==> config.mk <==
export PLATFORM = sky130hd
export DESIGN_NAME = irq_fiq_interrupt_controller_core
export DESIGN_NICKNAME = d
export VERILOG_FILES = /design/src/rtl/icc_pkg.sv /design/src/rtl/icc_in_reg.sv /design/src/rtl/icc_bank.sv /design/src/rtl/icc_out_reg.sv /design/src/rtl/irq_fiq_interrupt_controller_core.sv
export SDC_FILE = /design/constraint.sdc
export NUM_CORES = 1
export LEC_CHECK = 0
export BUFFER_PORTS_ARGS = -buffer_cell sky130_fd_sc_hd__clkbuf_2
export CAP_MARGIN = 20
export CORE_MARGIN = 3
export CORE_UTILIZATION = 45
export CTS_CLUSTER_DIAMETER = 30
export DETAILED_ROUTE_END_ITERATION = 10
export SETUP_SLACK_MARGIN = 0.1
export SLEW_MARGIN = 20
export SYNTH_ARGS = -nofsm -noshare
export SYNTH_HDL_FRONTEND = slang
export SYNTH_HIERARCHICAL = 1
export SYNTH_SLANG_ARGS = --single-unit
==> constraint.sdc <==
create_clock -name clk -period 2.9 [get_ports clk]
set_input_delay 0 -clock clk [delete_from_list [all_inputs] [get_ports clk]]
set_output_delay 0 -clock clk [all_outputs]
set_load 0.1 [all_outputs]
==> src/rtl/icc_pkg.sv <==
package icc_pkg;

  // number of implemented irq source bits (2 to 32)
  localparam int NUM_IRQ_SOURCES = 32;

  // word and field widths
  localparam int WORD_W = 32;
  localparam int OFF_W  = 8;
  localparam int SRC_W  = 5;

  // soft register drives this pending bit
  localparam int SOFT_BIT_IDX = 1;

  // request kinds
  typedef enum logic [2:0] {
    MODE_IRQ_SRC   = 3'd0,
    MODE_FIQ_SRC   = 3'd1,
    MODE_IRQ_READ  = 3'd2,
    MODE_IRQ_WRITE = 3'd3,
    MODE_FIQ_READ  = 3'd4,
    MODE_FIQ_WRITE = 3'd5
  } mode_t;

  // transfer status
  typedef enum logic [1:0] {
    ST_OK          = 2'd0,
    ST_UNPERMITTED = 2'd1,
    ST_UNMAPPED    = 2'd2
  } status_t;

  // register word offsets within a bank
  localparam logic [OFF_W-1:0] OFF_STATUS     = 8'd0;
  localparam logic [OFF_W-1:0] OFF_RAW_STATUS = 8'd1;
  localparam logic [OFF_W-1:0] OFF_ENABLE_SET = 8'd2;
  localparam logic [OFF_W-1:0] OFF_ENABLE_CLR = 8'd3;
  localparam logic [OFF_W-1:0] OFF_SOFT       = 8'd4;

  // read offset 2 returns the enable word
  localparam logic [OFF_W-1:0] OFF_ENABLE     = OFF_ENABLE_SET;

  typedef struct packed {
    mode_t             mode;
    logic [OFF_W-1:0]  reg_offset;
    logic [WORD_W-1:0] write_data;
    logic              source_level;
    logic [SRC_W-1:0]  source_bit;
  } req_t;

  typedef struct packed {
    logic [WORD_W-1:0] read_data;
    status_t           bus_status;
    logic              irq_line;
    logic              fiq_line;
  } rsp_t;

endpackage

==> src/rtl/icc_in_reg.sv <==
module icc_in_reg import icc_pkg::*; (
  input  logic  clk,
  input  logic  rst,
  input  logic  req_valid,
  output logic  req_ready,
  input  req_t  req,
  input  logic  advance,
  output logic  stage_valid,
  output req_t  stage
);

  // stage takes a new transfer when empty or when its item moves on
  assign req_ready = !stage_valid || advance;

  // valid flag
  always_ff @(posedge clk) begin
    if (rst) begin
      stage_valid <= 1'b0;
    end else if (req_ready) begin
      stage_valid <= req_valid;
    end
  end

  // payload
  always_ff @(posedge clk) begin
    if (req_valid && req_ready) begin
      stage <= req;
    end
  end

endmodule

==> src/rtl/icc_bank.sv <==
module icc_bank import icc_pkg::*; (
  input  logic clk,
  input  logic rst,
  input  logic fire,
  input  req_t item,
  output rsp_t result
);

  logic [NUM_IRQ_SOURCES-1:0] irq_raw;
  logic [NUM_IRQ_SOURCES-1:0] irq_enable;
  logic                       fiq_raw;
  logic [WORD_W-1:0]          fiq_enable;

  logic [NUM_IRQ_SOURCES-1:0] irq_raw_next;
  logic [NUM_IRQ_SOURCES-1:0] irq_enable_next;
  logic                       fiq_raw_next;
  logic [WORD_W-1:0]          fiq_enable_next;
  logic [WORD_W-1:0]          rd;
  status_t                    st;
  logic                       fiq_status;

  assign fiq_status = fiq_raw && (fiq_enable != '0);

  // decode and next state
  always_comb begin
    irq_raw_next     = irq_raw;
    irq_enable_next  = irq_enable;
    fiq_raw_next     = fiq_raw;
    fiq_enable_next  = fiq_enable;
    rd               = '0;
    st               = ST_OK;
    case (item.mode)
      MODE_IRQ_SRC: begin
        // out-of-range source numbers match no bit
        for (int i = 0; i < NUM_IRQ_SOURCES; i++) begin
          if (item.source_bit == SRC_W'(i)) begin
            irq_raw_next[i] = item.source_level;
          end
        end
      end
      MODE_FIQ_SRC: begin
        fiq_raw_next = item.source_level;
      end
      MODE_IRQ_READ: begin
        if (item.reg_offset == OFF_STATUS) begin
          rd = WORD_W'(irq_raw & irq_enable);
        end else if (item.reg_offset == OFF_RAW_STATUS) begin
          rd = WORD_W'(irq_raw);
        end else if (item.reg_offset == OFF_ENABLE) begin
          rd = WORD_W'(irq_enable);
        end else if (item.reg_offset inside {OFF_ENABLE_CLR, OFF_SOFT}) begin
          st = ST_UNPERMITTED;
        end else begin
          st = ST_UNMAPPED;
        end
      end
      MODE_IRQ_WRITE: begin
        if (item.reg_offset == OFF_ENABLE_SET) begin
          irq_enable_next = irq_enable | item.write_data[NUM_IRQ_SOURCES-1:0];
        end else if (item.reg_offset == OFF_ENABLE_CLR) begin
          irq_enable_next = irq_enable & ~item.write_data[NUM_IRQ_SOURCES-1:0];
        end else if (item.reg_offset == OFF_SOFT) begin
          irq_raw_next[SOFT_BIT_IDX] = item.write_data[SOFT_BIT_IDX];
        end else if (item.reg_offset inside {OFF_STATUS, OFF_RAW_STATUS}) begin
          st = ST_UNPERMITTED;
        end else begin
          st = ST_UNMAPPED;
        end
      end
      MODE_FIQ_READ: begin
        if (item.reg_offset == OFF_STATUS) begin
          rd = WORD_W'(fiq_status);
        end else if (item.reg_offset == OFF_RAW_STATUS) begin
          rd = WORD_W'(fiq_raw);
        end else if (item.reg_offset == OFF_ENABLE) begin
          rd = fiq_enable;
        end else if (item.reg_offset == OFF_ENABLE_CLR) begin
          st = ST_UNPERMITTED;
        end else begin
          st = ST_UNMAPPED;
        end
      end
      MODE_FIQ_WRITE: begin
        if (item.reg_offset == OFF_ENABLE_SET) begin
          fiq_enable_next = fiq_enable | item.write_data;
        end else if (item.reg_offset == OFF_ENABLE_CLR) begin
          fiq_enable_next = fiq_enable & ~item.write_data;
        end else if (item.reg_offset inside {OFF_STATUS, OFF_RAW_STATUS}) begin
          st = ST_UNPERMITTED;
        end else begin
          st = ST_UNMAPPED;
        end
      end
      default: begin
      end
    endcase
  end

  // result shows the lines after the update
  always_comb begin
    result.read_data  = rd;
    result.bus_status = st;
    result.irq_line   = |(irq_raw_next & irq_enable_next);
    result.fiq_line   = fiq_raw_next && (fiq_enable_next != '0);
  end

  // bank state
  always_ff @(posedge clk) begin
    if (rst) begin
      irq_raw     <= '0;
      irq_enable  <= '0;
      fiq_raw     <= 1'b0;
      fiq_enable  <= '0;
    end else if (fire) begin
      irq_raw     <= irq_raw_next;
      irq_enable  <= irq_enable_next;
      fiq_raw     <= fiq_raw_next;
      fiq_enable  <= fiq_enable_next;
    end
  end

`ifndef SYNTHESIS
  // a failed access leaves every register alone
  a_fail_no_change: assert property (@(posedge clk) disable iff (rst)
    fire && (result.bus_status != ST_OK)
    |=> $stable(irq_raw) && $stable(irq_enable) && $stable(fiq_raw)
        && $stable(fiq_enable))
    else $error("failed access changed bank state");

  // state moves only when an item is processed
  a_idle_hold: assert property (@(posedge clk) disable iff (rst)
    !fire |=> $stable(irq_raw) && $stable(irq_enable) && $stable(fiq_raw)
              && $stable(fiq_enable))
    else $error("bank state changed without an item");

  // reported lines agree with the state just written
  a_lines_match: assert property (@(posedge clk) disable iff (rst)
    fire |=> ($past(result.irq_line) == |(irq_raw & irq_enable))
             && ($past(result.fiq_line) == fiq_status))
    else $error("interrupt lines disagree with bank state");
`endif

endmodule

==> src/rtl/icc_out_reg.sv <==
module icc_out_reg import icc_pkg::*; (
  input  logic clk,
  input  logic rst,
  input  logic load,
  input  rsp_t result,
  output logic can_load,
  output logic rsp_valid,
  input  logic rsp_ready,
  output rsp_t rsp
);

  // room when empty or when the held result leaves this cycle
  assign can_load = !rsp_valid || rsp_ready;

  // valid flag
  always_ff @(posedge clk) begin
    if (rst) begin
      rsp_valid <= 1'b0;
    end else if (can_load) begin
      rsp_valid <= load;
    end
  end

  // payload
  always_ff @(posedge clk) begin
    if (load) begin
      rsp <= result;
    end
  end

endmodule

==> src/rtl/irq_fiq_interrupt_controller_core.sv <==
// channel   signals                        direction  payload
// request   req_valid, req_ready, req      into block req_t
// response  rsp_valid, rsp_ready, rsp      out of     rsp_t
//
// one request per cycle unless the response stalls; responses are registered
// decode and register update happen between input and result registers
// rst is synchronous and clears the bank registers and both valid flags
// a stalled response holds the request stage; req_ready drops only when both are full
module irq_fiq_interrupt_controller_core import icc_pkg::*; (
  input  logic clk,
  input  logic rst,
  input  logic req_valid,
  output logic req_ready,
  input  req_t req,
  output logic rsp_valid,
  input  logic rsp_ready,
  output rsp_t rsp
);

  req_t  stage;
  rsp_t  result;
  logic  stage_valid;
  logic  advance;
  logic  can_load;

  // item in the stage is processed when the result register has room
  assign advance = stage_valid && can_load;

  icc_in_reg u_in_reg (
    .clk        (clk),
    .rst        (rst),
    .req_valid  (req_valid),
    .req_ready  (req_ready),
    .req        (req),
    .advance    (advance),
    .stage_valid(stage_valid),
    .stage      (stage)
  );

  icc_bank u_bank (
    .clk   (clk),
    .rst   (rst),
    .fire  (advance),
    .item  (stage),
    .result(result)
  );

  icc_out_reg u_out_reg (
    .clk      (clk),
    .rst      (rst),
    .load     (advance),
    .result   (result),
    .can_load (can_load),
    .rsp_valid(rsp_valid),
    .rsp_ready(rsp_ready),
    .rsp      (rsp)
  );

`ifndef SYNTHESIS
  // backpressure only when both stages hold an item and the output stalls
  a_ready_cause: assert property (@(posedge clk) disable iff (rst)
    !req_ready |-> stage_valid && rsp_valid && !rsp_ready)
    else $error("request stalled without a full pipe");

  // a processed item always shows up as a response next cycle
  a_item_delivered: assert property (@(posedge clk) disable iff (rst)
    advance |=> rsp_valid)
    else $error("processed item produced no response");

  // unsuccessful accesses return zero data
  a_fail_zero: assert property (@(posedge clk) disable iff (rst)
    rsp_valid && (rsp.bus_status != ST_OK) |-> rsp.read_data == '0)
    else $error("failed access returned data");
`endif

endmodule
==> out/summary.txt, run 1 <==
FMAX -> 376 MHz
first-pass GRT wire length -> 45.9 mm
overall power -> 5.89 mW
hpwl dp -> 20.8 mm
Place WS -> 242 ps
Final Non-Filler Cells -> 1370
Period Utilization, post-route -> 91.7%
wire per inst -> 22.4 um
Chip Width -> 148 um
fillcell total -> 1787
actual slew at the worst max-slew pin -> 825 ps
top cell type's share of synthesized area -> 28.3%
max-slew violations -> 0
Area Overhead vs Synth -> 21.8%
Worst-path clk slew -> 80 ps
post-route minimum period -> 2660 ps
Relative slew margins -> 45.0%
layout cell share with drive strength beyond 1 -> 17.9%
syn nets -> 1028
Starting DRT DRC Count -> 1212
EDFF count, synth -> 85
commonest register cell after synthesis -> dfxtp_1
#FFs+latches synth -> 184
Post-Syn Area -> 9030 um2
# setup viols final -> 0
synth top area cells -> edfxtp_1 28%, dfxtp_1 22%, a22oi_1 5.3%, a21oi_1 5.2%, a311oi_1 4.8%
vias per cell -> 6.20
worst hold slack -> 130 ps
gpl congestion -> 0.943
Yosys cell types -> 46
final core utilization -> 56.2%
CP Class -> flip-flop to flip-flop
Nets -> 1145
Port Buffer Count -> 90
Critical Path Source Type -> flip-flop
outcome -> finished, final reports clean
CP arrival -> 2830 ps
leading area contributor after synthesis -> edfxtp_1
grt ovf -> 0
CORE AREA -> 19600 um2
vias in the first global route -> 7620
Synth Instances -> 975
Yosys warnings -> 6
post-synthesis sequential area ratio -> 50.2%
Vias -> 8493
most common cell in the netlist -> nand2_1
DR pass1 iterations -> 8
pwr/cell area -> 535 nW/um2
CP max FO -> 3
ys async rst share -> 0%
Die ar. -> 21800 um2
number of diodes -> 0
final hold violation count -> 0
CTS sink cnt -> 184
Skew-Pair Late Insertion Delay -> 450 ps
root buffer cell -> clkbuf_16
PnR worst setup slack -> 241 ps
most frequent cells after synthesis -> 108 x nand2_1, 99 x dfxtp_1, 94 x a21oi_1, 85 x edfxtp_1, 81 x nor2_1
Starting Density -> 46.1%
Clock Path Buffers -> 2
HP Class -> input pin to flip-flop
H-tree depth reported by CTS -> 4
DR DRC count -> 0
final antenna-violating net count -> 0
WL final -> 30.6 mm
CTS tree -> done
Overall Global Routing Usage -> 27.6%
placed cells -> 1287
IO Pins -> 91
Finished Cell Area -> 11000 um2
antenna violations before repair -> 0
largest net degree at the start of global routing -> 95
Req. time, crit path -> 3070 ps
DIE HEIGHT -> 148 um
RSZ-0062 raised after global routing -> no
Mean Syn Cell Area -> 9.27 um2
Leak -> 3.68 nW
crit end category -> flip-flop
Post-CTS Setup Inserts -> 0
row cnt -> 51
DP Area -> 9890 um2
Max Cap Viol -> 0
Num CTS Buffers -> 17
Clock Skew -> 19.3 ps
Peak VDD IR -> 0.416 mV
setup total negative slack -> 0 ps
## registers in the layout, indices dropped and copies added, names as in the netlist
signal and flops:
u_bank/fiq_enable 32, u_bank/fiq_raw 1, u_bank/irq_enable 32, u_bank/irq_raw 32, u_in_reg/stage 49, u_in_reg/stage_valid 1, u_out_reg/rsp 36, u_out_reg/rsp_valid 1
## cells by family after synthesis
kind of cell | share of synthesized area (%)
AOI/OAI and AO/OA | 23.4
buffers and inverters | 4.81
DFF | 50.2
muxes | 4.49
and+or+nand+nor | 17.2
## layer usage
layer | vias up | wire (um) | global-route usage, %
met3 | 40 | 2760 | 6.04
met2 | 413 | 13800 | 41.8
met1 | 4092 | 13400 | 39.8
met5 | - | 0 | 0
met4 | 0 | 645 | 8.15
li1 | 3948 | - | -
## report_power, final
group	internal (mW)	switching (mW)	total [mW]	leakage (nW)
sequential	2.80	0.0880	2.89	1.61
clock	1.25	1.12	2.37	0.290
combinational	0.171	0.464	0.635	1.78
## repair_timing
action | CTS | global route
endpoints found under the setup margin | 0 | 1
hold endpoints to repair | 51 | 0
gates resized for setup | 0 | 1
hold buffers | 51 | 0
## worst paths after layout
| check | startpoint | end | slack [ps] | depth (start not counted) |
|---|---|---|---|---|
| hold reg to reg | u_bank/fiq_raw | u_bank/fiq_raw | 490 | 2 |
| setup reg to reg | u_in_reg/stage[43] | u_out_reg/rsp[1] | 240 | 7 |
| hold / removal | rst | u_bank/irq_raw[19] | 130 | 2 |
| setup / recovery | u_in_reg/stage[43] | u_out_reg/rsp[1] | 240 | 7 |
## worst max-delay path, cell delays in order, from the launching register on
cell and delay (ps):
edfxtp_1 410, or4_1 570, or4_1 550, nand2b_1 190, a31oi_2 220, a311oi_1 80
nor4_1 250, nand4_1 110
## layout by cell type, fill, tap and decap left out, types with 24 or more instances in the layout
master         synthesis  routed
clkbuf_2               6      89
dfxtp_1               99      99
a21oi_1               94      94
nor2_1                81      79
buf_4                  3      53
a22oi_1               64      64
dlygate4sd3_1          0      51
o22ai_1               32      32
a311oi_1              49      49
nor4_1                25      24
o21ai_0               62      62
nand3_1               38      38
mux2i_1               39      39
nand2_1              108     108
edfxtp_1              85      85
## area by class of cell
cell class	count	area, um2	share of cell area, %
Clock inverter	13	149	1.35
Timing Repair Buffer	197	1430	13.0
Clock buffer	19	443	4.03
Tap cell	265	332	3.01
Sequential cell	184	4530	41.2
Multi-Input combinational cell	687	4090	37.2
Inverter	5	18.8	0.171
No activity file was read; power rests on OpenSTA's default activity.
==> run 2, diff against run 1 <==
--- a/config.mk
+++ b/config.mk
@@ -11,6 +11,7 @@
 export CORE_UTILIZATION = 45
 export CTS_CLUSTER_DIAMETER = 30
 export DETAILED_ROUTE_END_ITERATION = 10
+export MAX_ROUTING_LAYER = met4
 export SETUP_SLACK_MARGIN = 0.1
 export SLEW_MARGIN = 20
 export SYNTH_ARGS = -nofsm -noshare
==> run 2 against run 1 <==
Against the previous run:
- setup slack gained 14 ps
- first-iteration DRC count shrank 2.4%
- final cell count is 0.58% higher
- register-to-register slack about the same
- worst hold slack lost 67 ps
- final area is 0.81% higher
- count of clock-buffer cells in the layout shrank 2
- non-clock buffer count increased by 8
- total power is 0.55% lower
- via count is essentially flat
- die area is the same
- largest power group unchanged
- critical endpoint unchanged
- clock power shrank 2%
==> out/summary.txt, run 2 (synthesis results as in run 1) <==
outcome -> finished, final reports clean
DR DRC count -> 0 (unchanged)
WL final -> 30.5 mm (-0.44%)
Overall Global Routing Usage -> 28.4% (+0.87 points)
max reg flops -> 49 (unchanged)
PnR worst setup slack -> 255 ps (+14.0 ps)
grt ovf -> 0 (unchanged)
wire per inst -> 22.1 um (-1.0%)
RSZ-0062 raised after global routing -> yes
max-slew violations -> 0 (unchanged)
Starting Density -> 46.1% (unchanged)
Hold Path Stages -> 2 (unchanged)
most common cell after layout, fill and taps aside -> nand2_1
final core utilization -> 56.6% (+0.45 points)
Port Buffer Count -> 90 (unchanged)
CTS sink cnt -> 184 (unchanged)
RR Startpoint -> u_in_reg/stage[43]
Reg2Reg Depth -> 7 (unchanged)
Relative slew margins -> 54.1% (+9.1 points)
DR pass1 iterations -> 6 (-2)
Peak VDD IR -> 0.386 mV (-7.4%)
crit path from -> u_in_reg/stage[43]
first-pass GRT wire length -> 46.1 mm (+0.32%)
GRT Max-Usage Layer -> met2
Max Cap Viol -> 0 (unchanged)
vias per cell -> 6.17 (-0.55%)
Place WS -> 227 ps (-15.2 ps)
Starting DRT DRC Count -> 1183 (-2.4%)
HP Class -> input pin to flip-flop
Area Overhead vs Synth -> 22.8%
r2r setup slk -> 260 ps (about the same)
commonest non-fill, non-tap cells in the layout -> 108 x nand2_1, 99 x dfxtp_1, 94 x a21oi_1
Vias -> 8496 (+0.035%)
Final Non-Filler Cells -> 1378 (+0.58%)
met1 Track Usage GR -> 39.7% (-0.083 points)
Die ar. -> 21800 um2 (unchanged)
Skew-Pair Late Insertion Delay -> 450 ps (about the same)
met2 global-route usage -> 42.0% (+0.21 points)
Clock Skew -> 14.4 ps (-4.89 ps)
Worst-path clk slew -> 80 ps (about the same)
actual slew at the worst max-slew pin -> 689 ps (-136 ps)
crit end category -> flip-flop
Critical Path End -> u_out_reg/rsp[1]
Num CTS Buffers -> 17 (unchanged)
largest registers -> u_in_reg/stage x49, u_out_reg/rsp x36
CP Class -> flip-flop to flip-flop
Leak -> 3.73 nW (+1.3%)
pwr/cell area -> 528 nW/um2 (-1.3%)
Critical Path Source Type -> flip-flop
Critical R2R Capture -> u_out_reg/rsp[1]
fillcell total -> 1752 (-2.0%)
gpl congestion -> 0.974 (+3.3%)
post-route minimum period -> 2640 ps (-14.0 ps)
row cnt -> 51 (unchanged)
Req. time, crit path -> 3080 ps (about the same)
final antenna-violating net count -> 0 (unchanged)
setup total negative slack -> 0 ps (unchanged)
layout cell share with drive strength beyond 1 -> 18.7% (+0.77 points)
FMAX -> 378 MHz (+0.53%)
largest net degree at the start of global routing -> 67 (-29%)
Reg with most FFs -> u_in_reg/stage
Nets -> 1153 (+0.70%)
CP max FO -> 3 (unchanged)
# setup viols final -> 0 (unchanged)
IO Pins -> 91 (unchanged)
Period Utilization, post-route -> 91.2% (-0.48 points)
hpwl dp -> 21.3 mm (+2.1%)
CORE AREA -> 19600 um2 (unchanged)
number of diodes -> 0 (unchanged)
met3 Use GR -> 6.25% (+0.21 points)
vias in the first global route -> 7717 (+1.3%)
DIE HEIGHT -> 148 um (unchanged)
CP arrival -> 2820 ps (about the same)
Post-CTS Setup Inserts -> 0 (unchanged)
H-tree depth reported by CTS -> 4 (unchanged)
antenna violations before repair -> 0 (unchanged)
CTS tree -> done
Clock Path Buffers -> 2 (unchanged)
final hold violation count -> 0 (unchanged)
placed cells -> 1295 (+0.62%)
Chip Width -> 148 um (unchanged)
root buffer cell -> clkbuf_16
## run 2: how the worst min path moves through the flow
| stage | from | endpoint | slack, ps |
|---|---|---|---|
| after floorplan | rst | u_in_reg/stage_valid | 60 |
| after CTS | rst | u_bank/irq_raw[18] | 70 |
| after detailed placement | req[27] | u_in_reg/stage[27] | 180 |
| after global routing | rst | u_bank/fiq_enable[13] | 90 |
| after global placement | req[7] | u_in_reg/stage[7] | 180 |
| final | rst | u_bank/irq_raw[18] | 60 |
## run 2: where the power goes
group / internal [mW] / switching (mW)
combinational: 0.181 / 0.469
sequential: 2.80 / 0.0791
clock: 1.16 / 1.17
total: 4.14 / 1.72
## run 2: stage by stage
| step | hold slack [ps] | power [mW] | instance area (um2) |
|---|---|---|---|
| 2_1_floorplan | 62.4 | 3.32 | 9040 |
| 3_3_place_gp | 176 | 3.52 | 9970 |
| 3_5_place_dp | 179 | 3.53 | 9970 |
| 4_1_cts | 65.8 | 5.89 | 11100 |
| 5_1_grt | 93.7 | 6.04 | 11100 |
| 6_report | 63.1 | 5.86 | 11100 |
## run 2: critical path, cell delays in order, from the launching register on
cell and delay, ps:
edfxtp_1 400, or4_1 570, or4_1 550, nand2b_1 190, a31oi_2 210, a311oi_1 80, nor4_1 250, nand4_1 120
## run 2: area by class of cell
class | count | area (um2) | area share [%]
Sequential cell | 184 | 4530 | 40.9
Tap cell | 265 | 332 | 2.99
Timing Repair Buffer | 205 | 1510 | 13.6
Multi-Input combinational cell | 687 | 4100 | 36.9
Clock inverter | 15 | 178 | 1.60
Inverter | 5 | 18.8 | 0.169
Clock buffer | 17 | 425 | 3.84
## run 2: metal layers
| metal | vias up | share of wire (%) |
|---|---|---|
| met1 | 4046 | 44 |
| met5 | - | 0 |
| li1 | 3964 | - |
| met4 | 0 | 2.4 |
| met2 | 420 | 45 |
| met3 | 66 | 9.1 |
## run 2: what timing repair did
action	in CTS	in global routing
hold buffers	51	0
resized for setup	0	3
endpoints found under the hold margin	51	0
endpoints found under the setup margin	0	2
==> run 3, diff against run 2 <==
==> constraint.sdc (replaced) <==
create_clock -name clk -period 2.5 [get_ports clk]
set_input_delay 0 -clock clk [delete_from_list [all_inputs] [get_ports clk]]
set_output_delay 0 -clock clk [all_outputs]
set_load 0.1 [all_outputs]
==> run 3 against run 2 <==
Against the previous run:
- the flow now finishes with violations (setup timing)
- count of clock-buffer cells in the layout unchanged
- largest power group unchanged
- clock skew fell by 2.1 ps
- die area unchanged
- critical path depth rose by 2
- final cell count grew 2.3%
- maximum frequency increased by 3.4%
- clock power grew 22%
==> out/summary.txt, run 3 (synthesis results as in run 1) <==
max-slew violations -> 0 (unchanged)
Leak -> 3.98 nW (+6.6%)
CTS sink cnt -> 184 (unchanged)
Nets -> 1185 (+2.8%)
FMAX -> 391 MHz (+3.4%)
CP arrival -> 2740 ps (-80 ps)
Worst Path Buf+Inv -> 2 (+2)
root buffer cell -> clkbuf_16
Max Cap Viol -> 0 (unchanged)
DIE HEIGHT -> 148 um (unchanged)
final hold violation count -> 0 (unchanged)
CP top delay family -> simple AND/OR/NAND/NOR gates
antenna violations before repair -> 0 (unchanged)
GRT Max-Usage Layer -> met2
Critical Path Source Type -> flip-flop
# setup viols final -> 1 (+1)
failing checks -> setup timing
Area Overhead vs Synth -> 28.0%
Final Non-Filler Cells -> 1410 (+2.3%)
final antenna-violating net count -> 0 (unchanged)
Vias -> 8699 (+2.4%)
Clock Skew -> 12.3 ps (-2.15 ps)
crit path from -> u_in_reg/stage[46]
actual slew at the worst max-slew pin -> 720 ps (+31.2 ps)
layout cell share with drive strength beyond 1 -> 22.4% (+3.7 points)
outcome -> finished with violations
CTS tree -> done
largest net degree at the start of global routing -> 91 (+36%)
CP cell instances -> buf_4 -> nor4_2 -> buf_4 -> nand3_1 -> mux2i_1 -> a311oi_1 -> nor4_1 -> and4_1 -> nand4_1
DR DRC count -> 0 (unchanged)
instance count on the critical path -> 9 (+2)
IO Pins -> 91 (unchanged)
placed cells -> 1318 (+1.8%)
post-route minimum period -> 2560 ps (-86.1 ps)
grt ovf -> 0 (unchanged)
r2r setup slk -> -60 ps (-310 ps)
RR Startpoint -> u_in_reg/stage[46]
Critical Path End -> u_out_reg/rsp[1]
wire per inst -> 22.0 um (-0.40%)
multi-input combinational cell area -> 4190 um2 (+2.2%)
CORE AREA -> 19600 um2 (unchanged)
met3 Use GR -> 5.21% (-1.0 points)
Peak VDD IR -> 0.455 mV (+18%)
Reg2Reg Depth -> 9 (+2)
Skew-Pair Late Insertion Delay -> 440 ps (about the same)
Req. time, crit path -> 2680 ps (-400 ps)
WL final -> 31.1 mm (+1.9%)
CP max FO -> 10 (+7)
met2 global-route usage -> 42.1% (+0.14 points)
Most common cell on crit path -> buf_4
Relative slew margins -> 52.0% (-2.1 points)
Worst path slowest cell -> edfxtp_1
DR pass1 iterations -> 7 (+1)
first-pass GRT wire length -> 46.4 mm (+0.85%)
Critical R2R Capture -> u_out_reg/rsp[1]
RSZ-0062 raised after global routing -> yes
Seq. cell area -> 4540 um2 (about the same)
Place WS -> -76.0 ps (-303 ps)
Port Buffer Count -> 90 (unchanged)
H-tree depth reported by CTS -> 4 (unchanged)
commonest non-fill, non-tap cells in the layout -> 104 x nand2_1, 98 x dfxtp_1, 94 x a21oi_1
most common cell after layout, fill and taps aside -> nand2_1
CP peak stage delay -> 490 ps (-80 ps)
Starting DRT DRC Count -> 1242 (+5.0%)
Starting Density -> 46.1% (unchanged)
gpl congestion -> 0.948 (-2.6%)
setup total negative slack -> -58.7 ps (-58.7 ps)
Chip Width -> 148 um (unchanged)
vias per cell -> 6.17 (about the same)
max reg flops -> 49 (unchanged)
Reg with most FFs -> u_in_reg/stage
Overall Global Routing Usage -> 28.6% (+0.19 points)
Worst-path clk slew -> 80 ps (about the same)
Num CTS Buffers -> 17 (unchanged)
Period Utilization, post-route -> 102% (+11 points)
PnR worst setup slack -> -58.7 ps (-314 ps)
crit end category -> flip-flop
overall power -> 6.97 mW (+19%)
met1 Track Usage GR -> 40.4% (+0.67 points)
row cnt -> 51 (unchanged)
vias in the first global route -> 7814 (+1.3%)
Die ar. -> 21800 um2 (unchanged)
fillcell total -> 1688 (-3.7%)
number of diodes -> 0 (unchanged)
HP Class -> input pin to flip-flop
pwr/cell area -> 603 nW/um2 (+14%)
Clock Path Buffers -> 2 (unchanged)
hpwl dp -> 21.3 mm (about the same)
CP Class -> flip-flop to flip-flop
largest registers -> u_in_reg/stage x49, u_out_reg/rsp x36
## run 3: changes by cell type in the layout (fill, tap and decap cells not counted), moves of 3 or more
cell	before	now
inv_8	2	5
buf_6	0	5
a22oi_2	0	6
nand2_1	108	104
a22oi_1	64	58
buf_12	5	10
buf_4	60	80
clkinv_8	6	2
## run 3: stage by stage
step | utilization, % | instance area, um2 | hold WS [ps]
floorplan | - | 9040 | 55.1
CTS | 58.0 | 11400 | 29.0
finish | 59.0 | 11600 | 31.4
detailed placement | 52.1 | 10200 | 179
global placement | 52.1 | 10200 | 177
global route | 59.0 | 11600 | 50.4
## run 3: worst min path at each step
stage	cells after the start	to	start	slack (ps)
after floorplan	1	u_out_reg/rsp_valid	rst	60
after global placement	1	u_in_reg/stage[14]	req[14]	180
after detailed placement	1	u_in_reg/stage[23]	req[23]	180
after CTS	2	u_bank/irq_raw[20]	rst	30
after global routing	2	u_bank/irq_raw[20]	rst	50
final	2	u_in_reg/stage_valid	rst	30
## run 3: layout make-up
class / instances / area share, %
clock inverters: 15 / 1.73
inverters: 5 / 0.162
well taps: 265 / 2.87
flip-flops and latches: 184 / 39.2
repair buffers: 237 / 16.1
multi-input cells: 687 / 36.2
clock buffers: 17 / 3.68
## run 3: what timing repair did
action / in CTS / in global routing
hold buffers: 51 / 0
setup buffers: 0 / 6
gates cloned: 0 / 3
gates resized for setup: 4 / 21
hold endpoints to repair: 51 / 0
pin swaps: 1 / 12
endpoints found under the setup margin: 2 / 2
## run 3: metal layers
metal  wire length [um]  vias up
met5                  0        -
met4               1090        0
met3               2850       75
met2              13900      485
met1              13300     4105
li1                   -     4034
## run 3: where the power goes
group          total [mW]  internal [mW]  switching (mW)
combinational       0.801          0.229           0.572
sequential           3.32           3.25          0.0788
clock                2.85           1.54            1.31
